`src/hdl/lea128ks_pkg.sv`:
```
package lea128ks_pkg;

	localparam int unsigned ROUND_COUNT_DEF = 24;
	localparam int unsigned ROUND_W = 5;
	localparam int unsigned WORD_W = 32;
	localparam int unsigned KEY_WORDS = 4;
	localparam int unsigned IN_TDATA_W = 128;
	localparam int unsigned OUT_TDATA_W = 136;

	localparam logic [WORD_W-1:0] LEA_DELTA [KEY_WORDS] = '{
		32'hc3efe9db, 32'h44626b02, 32'h79e27c8a, 32'h78df30ec
	};

	typedef struct packed {
		logic               advance;
		logic               load;
		logic [ROUND_W-1:0] round;
		logic               last;
	} ks_cmd_t;

	typedef struct packed {
		logic out_free;
	} ks_stat_t;

	function automatic logic [WORD_W-1:0] rotl_var(input logic [WORD_W-1:0] x,
			input logic [ROUND_W-1:0] n);
		logic [2*WORD_W-1:0] d;
		d = {x, x} << n;
		return d[2*WORD_W-1:WORD_W];
	endfunction

	function automatic logic [WORD_W-1:0] bswap(input logic [WORD_W-1:0] x);
		return {x[7:0], x[15:8], x[23:16], x[31:24]};
	endfunction

	// Round constant for word j of round i: delta[i mod 4] rotated left by i + j.
	function automatic logic [WORD_W-1:0] round_const(input logic [ROUND_W-1:0] i,
			input logic [1:0] j);
		logic [ROUND_W-1:0] amt;
		amt = i + {{(ROUND_W-2){1'b0}}, j};
		return rotl_var(LEA_DELTA[i[1:0]], amt);
	endfunction

endpackage

```
`src/hdl/lea128_key_schedule_unit.sv`:
```
// LEA-128 key schedule unit.
// A 128-bit key enters on the s_axis channel as four 32-bit words, key word 0 in
// the lowest bits. Each word is byte-swapped inside before use.
// For every key the unit sends ROUND_COUNT round keys on the m_axis channel, in
// round order. Each item carries the round number and the four updated words,
// and tlast marks the final round.
// One round is computed per cycle while the output is free, by a single round
// unit that works on the four words in parallel. Round 0 is computed in the
// cycle the key is accepted, and its registered result is valid in the next cycle.
// A key occupies the unit until its last round has been computed; the next key
// is accepted only after the controller has returned to idle, so the unit takes
// no new key while one is still being expanded.
// When the receiver holds m_axis_tready low, the current round waits in the
// output register and the schedule pauses; nothing is lost or repeated.
// Reset clears the controller and the output valid flag; the unit then waits
// for a key with s_axis_tready high.
module lea128_key_schedule_unit #(
	parameter int unsigned ROUND_COUNT = lea128ks_pkg::ROUND_COUNT_DEF
) (
	input  logic                                 clk,
	input  logic                                 arst_n,
	input  logic                                 s_axis_tvalid,
	output logic                                 s_axis_tready,
	// key_word_0, key_word_1, key_word_2, key_word_3
	input  logic [lea128ks_pkg::IN_TDATA_W-1:0]  s_axis_tdata,
	output logic                                 m_axis_tvalid,
	input  logic                                 m_axis_tready,
	// round_index, round_key_0, round_key_1, round_key_2, round_key_3, zero pad
	output logic [lea128ks_pkg::OUT_TDATA_W-1:0] m_axis_tdata,
	output logic                                 m_axis_tlast
);

	lea128ks_pkg::ks_cmd_t  cmd;
	lea128ks_pkg::ks_stat_t stat;

	lea128ks_ctrl #(
		.ROUND_COUNT(ROUND_COUNT)
	) u_ctrl (
		.clk      (clk),
		.arst_n   (arst_n),
		.in_valid (s_axis_tvalid),
		.in_ready (s_axis_tready),
		.stat     (stat),
		.cmd      (cmd)
	);

	lea128ks_datapath u_datapath (
		.clk       (clk),
		.arst_n    (arst_n),
		.cmd       (cmd),
		.stat      (stat),
		.key_data  (s_axis_tdata),
		.out_valid (m_axis_tvalid),
		.out_ready (m_axis_tready),
		.out_data  (m_axis_tdata),
		.out_last  (m_axis_tlast)
	);

endmodule

```
`src/hdl/lea128ks_datapath.sv`:
```
module lea128ks_datapath (
	input  logic                                     clk,
	input  logic                                     arst_n,
	input  lea128ks_pkg::ks_cmd_t                    cmd,
	output lea128ks_pkg::ks_stat_t                   stat,
	input  logic [lea128ks_pkg::IN_TDATA_W-1:0]      key_data,
	output logic                                     out_valid,
	input  logic                                     out_ready,
	output logic [lea128ks_pkg::OUT_TDATA_W-1:0]     out_data,
	output logic                                     out_last
);

	logic [lea128ks_pkg::WORD_W-1:0] t_q [lea128ks_pkg::KEY_WORDS];
	logic [lea128ks_pkg::WORD_W-1:0] src [lea128ks_pkg::KEY_WORDS];
	logic [lea128ks_pkg::WORD_W-1:0] sum [lea128ks_pkg::KEY_WORDS];
	logic [lea128ks_pkg::WORD_W-1:0] t_next [lea128ks_pkg::KEY_WORDS];
	logic                               out_valid_q;
	logic                               out_last_q;
	logic [lea128ks_pkg::ROUND_W-1:0]   out_round_q;
	logic [lea128ks_pkg::WORD_W-1:0]    out_key_q [lea128ks_pkg::KEY_WORDS];

	always_comb begin
		for (int j = 0; j < lea128ks_pkg::KEY_WORDS; j++) begin
			if (cmd.load) begin
				src[j] = lea128ks_pkg::bswap(key_data[j*lea128ks_pkg::WORD_W +:
					lea128ks_pkg::WORD_W]);
			end else begin
				src[j] = t_q[j];
			end
			sum[j] = src[j] + lea128ks_pkg::round_const(cmd.round, 2'(j));
		end
		t_next[0] = {sum[0][30:0], sum[0][31]};
		t_next[1] = {sum[1][28:0], sum[1][31:29]};
		t_next[2] = {sum[2][25:0], sum[2][31:26]};
		t_next[3] = {sum[3][20:0], sum[3][31:21]};
	end

	always_ff @(posedge clk or negedge arst_n) begin
		if (!arst_n) begin
			out_valid_q <= 1'b0;
			for (int j = 0; j < lea128ks_pkg::KEY_WORDS; j++) begin
				t_q[j] <= '0;
			end
		end else begin
			if (cmd.advance) begin
				out_valid_q <= 1'b1;
				for (int j = 0; j < lea128ks_pkg::KEY_WORDS; j++) begin
					t_q[j] <= t_next[j];
				end
			end else if (out_ready) begin
				out_valid_q <= 1'b0;
			end
		end
	end

	always_ff @(posedge clk) begin
		if (cmd.advance) begin
			out_round_q <= cmd.round;
			out_last_q  <= cmd.last;
			for (int j = 0; j < lea128ks_pkg::KEY_WORDS; j++) begin
				out_key_q[j] <= t_next[j];
			end
		end
	end

	assign stat.out_free = !out_valid_q || out_ready;
	assign out_valid = out_valid_q;
	assign out_last  = out_last_q;
	assign out_data  = {3'b000, out_key_q[3], out_key_q[2], out_key_q[1], out_key_q[0],
		out_round_q};

endmodule

```
`src/hdl/lea128ks_ctrl.sv`:
```
module lea128ks_ctrl #(
	parameter int unsigned ROUND_COUNT = lea128ks_pkg::ROUND_COUNT_DEF
) (
	input  logic                   clk,
	input  logic                   arst_n,
	input  logic                   in_valid,
	output logic                   in_ready,
	input  lea128ks_pkg::ks_stat_t stat,
	output lea128ks_pkg::ks_cmd_t  cmd
);

	typedef enum logic {
		ST_IDLE,
		ST_RUN
	} state_t;

	localparam logic [lea128ks_pkg::ROUND_W-1:0] LAST_ROUND =
		lea128ks_pkg::ROUND_W'(ROUND_COUNT - 1);

	state_t                           state_q;
	logic [lea128ks_pkg::ROUND_W-1:0] round_q;

	always_comb begin
		in_ready    = (state_q == ST_IDLE) && stat.out_free;
		cmd.load    = (state_q == ST_IDLE);
		cmd.round   = (state_q == ST_IDLE) ? '0 : round_q;
		cmd.last    = (cmd.round == LAST_ROUND);
		cmd.advance = stat.out_free && ((state_q == ST_RUN) || in_valid);
	end

	always_ff @(posedge clk or negedge arst_n) begin
		if (!arst_n) begin
			state_q <= ST_IDLE;
			round_q <= '0;
		end else begin
			unique case (state_q)
				ST_IDLE: begin
					if (cmd.advance && !cmd.last) begin
						state_q <= ST_RUN;
						round_q <= lea128ks_pkg::ROUND_W'(1);
					end
				end
				ST_RUN: begin
					if (cmd.advance) begin
						if (cmd.last) begin
							state_q <= ST_IDLE;
						end else begin
							round_q <= round_q + lea128ks_pkg::ROUND_W'(1);
						end
					end
				end
				default: begin
					state_q <= ST_IDLE;
				end
			endcase
		end
	end

endmodule

```
`config.mk`:
```
export PLATFORM = sky130hd
export DESIGN_NAME = lea128_key_schedule_unit
export DESIGN_NICKNAME = d
export VERILOG_FILES = /design/src/hdl/lea128ks_pkg.sv /design/src/hdl/lea128_key_schedule_unit.sv /design/src/hdl/lea128ks_datapath.sv /design/src/hdl/lea128ks_ctrl.sv
export SDC_FILE = /design/constraint.sdc
export NUM_CORES = 1
export LEC_CHECK = 0
export BUFFER_PORTS_ARGS = -buffer_cell sky130_fd_sc_hd__buf_2
export CAP_MARGIN = 20
export CORE_ASPECT_RATIO = 1.4
export CORE_MARGIN = 4
export CORE_UTILIZATION = 55
export DETAILED_ROUTE_END_ITERATION = 8
export PLACE_DENSITY_LB_ADDON = 0.1
export SYNTH_ARGS = -nofsm -noshare
export SYNTH_HDL_FRONTEND = slang
export SYNTH_SLANG_ARGS = --single-unit
```
`constraint.sdc`:
```
create_clock -name clk -period 13.56 [get_ports clk]
set_input_delay 0.678 -clock clk [delete_from_list [all_inputs] [get_ports clk]]
set_output_delay 0.678 -clock clk [all_outputs]
set_load 0.05 [all_outputs]
```
==> run metrics <==
startpoint types=flip-flop; largest net degree at the start of global routing=140; Worst EP arrival=7700 ps; syn avg cell area=8.604 um^2; first-pass GRT wire length=105.5 mm; Port Buffer Count=267; DR WL/cell=20.53 um; Setup violations, final=0; core area=0.03960 mm^2; Worst-path clk slew=70 ps; metal2 WL=32.95 mm; Total GRT Usage=0.3016; unrepaired setup endpoints after global routing=no; Die Footprint=0.04363 mm^2; Max Cap Viol=0; Crit Reg-Reg Endpoint=u_datapath.out_key_q[1][27]; run status=completed; synthesized flop and latch total=269; Slew headroom=0.3034; Final Cycle Share=0.5453; H-tree level count=1; Post-synth EDFFs=134; detailed-route via count=19969; total CTS buffers=28; root buffer cell=clkbuf_16; share of cells above drive strength 1=0.2044; most common flop cell mapped by yosys=dfrtp_1; Post-Layout Cell Count=3272; Unique masters post-synth=92; cts hold-fix bufs=0; Fin Hold WS=71.04 ps; Layout area overhead=10.97%; Max Transition Viols Final=0; IO Count=271; HP Class=input port to async pin; gate count after technology mapping=2577; clock skew=16.45 ps; Setup CP Type=flip-flop to flip-flop; top sig layer=met4; DIE HEIGHT=245.6 um; fin crit period=7394 ps; Least-Margin Pin Slew=1042 ps; Setup crit end kind=flip-flop; DRT Wirelength=67.19 mm; clock sinks=269; number of gates resized after CTS=0; Post-Syn Area=0.02217 mm^2; number of core rows=86; final core utilization=0.6213; M1 WL=27.09 mm; Initial Util=0.5599; Setup TNS=0 ps; Setup Buffers After CTS=0; r2r setup slk=6170 ps; CTS tree=built; ys async rst share=0.5019; vias per inst=6.103; ant diodes=0; drt initial violations=1652; Nets=2993; R2R depth=17; sequential area share after synthesis=0.3339; global route overflow=0; vias in the first global route=19385; number of antenna violations at the first check in global routing=0; routed wl met3=3.969 mm; # placed instances=3219; Peak Freq=135.2 MHz; final antenna-violating net count=0; clk_lat worst skew=580 ps; Max FO, Critical Path=24; worst r2r src=u_ctrl.round_q[0]; synthesis warning total=0; Clock Tree Buf Depth=3; gpl congestion=0.9837; HPWL after DPL=50.40 mm; WP data required=13870 ps; final hold vios=0; Die W=177.7 um; DRC=0; DRT Pass-1 Iters=6
==> through the flow <==
stage	instance area, um^2	worst slack (ps)
after global placement	23670	6463
after CTS	24590	6301
final	24600	6166
after global routing	24600	5591
after detailed placement	23670	6319
after floorplan	22180	7266
==> kinds of logic after synthesis <==
group | Yosys count | synth area share
XOR/XNOR | 132 | 0.05350
AND/OR/NAND/NOR | 816 | 0.1598
adder cells (fa/ha/maj) | 139 | 0.07980
flip-flops | 269 | 0.3339
other | 1 | 0.0001691
buffers and inverters | 229 | 0.04120
multiplexers | 240 | 0.1200
AO/OA/AOI/OAI | 751 | 0.2117
==> synth_stat cells, types with 5 or more instances <==
master,instances,area (um^2)
a31o_2,5,43.79
o22ai_1,13,81.33
xor2_1,46,402.9
a31oi_1,38,237.7
inv_1,43,161.4
o211ai_1,25,187.7
nand4_1,30,187.7
o21a_1,13,97.59
o21bai_1,28,210.2
nand3_1,41,205.2
xnor2_1,82,718.2
o21ai_0,171,855.8
nor2b_1,16,100.1
a21o_1,57,427.9
a22oi_1,5,37.54
and2_1,9,56.30
nand2_1,425,1595
and3_1,18,112.6
buf_4,8,60.06
dfrtp_1,135,3378
ha_1,135,1689
nor3_1,34,170.2
a21oi_1,243,1216
or2_2,8,50.05
and4_1,6,52.55
nor2_1,184,690.7
or3_1,11,68.82
a22o_1,8,70.07
o31ai_1,22,165.2
o21ai_1,10,50.05
mux2_2,176,1982
buf_1,23,86.33
mux2i_1,61,610.6
nand2b_1,13,81.33
edfxtp_1,134,4024
a221oi_1,6,52.55
a21boi_0,5,37.54
a211o_1,8,70.07
a211oi_1,40,300.3
clkbuf_1,135,506.7
a21boi_1,6,45.04
buf_2,12,60.06
==> final cells by class <==
cell class                 count  area, um^2
timing repair buffer         292        1538
clock buffer                  36       782.0
sequential                   269        7406
tap                          528       660.6
multi-input combinational   2081       13880
clock inverter                16       140.1
inverter                      50       196.4
fill                        3545       14990
==> cell usage in the layout (no fill, tap or decap), drive strengths merged, types with 38 or more instances in the layout <==
cell type | Yosys | routed
xor2 | 46 | 46
a21o | 57 | 57
nor2 | 185 | 185
mux2 | 176 | 176
buf | 44 | 292
dfrtp | 135 | 135
ha | 135 | 135
mux2i | 61 | 61
nand2 | 429 | 429
edfxtp | 134 | 134
inv | 46 | 46
o21ai | 183 | 183
a211oi | 41 | 41
a21oi | 244 | 244
nand3 | 41 | 41
a31oi | 38 | 38
xnor2 | 86 | 86
==> flip-flops by register name, indices dropped and copies added, names as in the netlist, named ones only <==
signal                  cells
u_ctrl.round_q              5
u_datapath.out_key_q      128
u_datapath.out_last         1
u_datapath.t_q            128
u_datapath.out_valid        1
u_datapath.out_round_q      5
==> layer usage <==
| metal | global-route usage | vias to the layer above |
|---|---|---|
| met3 | 0.03753 | 164 |
| met1 | 0.3793 | 9435 |
| met2 | 0.5202 | 742 |
| li1 | - | 9628 |
| met4 | 0.1307 | 0 |
| met5 | 0 | - |
==> critical path: stages (launching register included) <==
cell      delay (ps)
dfrtp_1          700
nand2_1          790
clkinv_1         870
ha_1             840
xnor2_2          740
nand2_1          160
o21ai_0          150
mux2i_1          110
ha_1             250
fa_1             490
a211o_1          320
o211ai_1         120
o21ai_1          160
o41ai_4          430
o21ai_2          150
a221o_1          470
a21boi_1         230
xnor2_1          120
==> worst max path at each step <==
| stage | from | end | slack (ps) | depth (start not counted) |
|---|---|---|---|---|
| 6_report | u_ctrl.round_q[0] | u_datapath.out_key_q[1][27] | 6170 | 17 |
| 5_1_grt | u_ctrl.round_q[2] | u_datapath.t_q[87] | 5590 | 20 |
| 4_1_cts | u_ctrl.round_q[0] | u_datapath.out_key_q[1][27] | 6300 | 17 |
| 3_5_place_dp | u_ctrl.round_q[0] | u_datapath.out_key_q[1][27] | 6320 | 17 |
| 3_3_place_gp | u_ctrl.round_q[0] | u_datapath.t_q[94] | 6460 | 16 |
| 2_1_floorplan | u_datapath.out_valid | u_datapath.out_key_q[0][0] | 7270 | 7 |
Power is left out: the tool's default activity adds up to more than one toggle a clock period on the data nets, which glitch-free logic cannot reach.
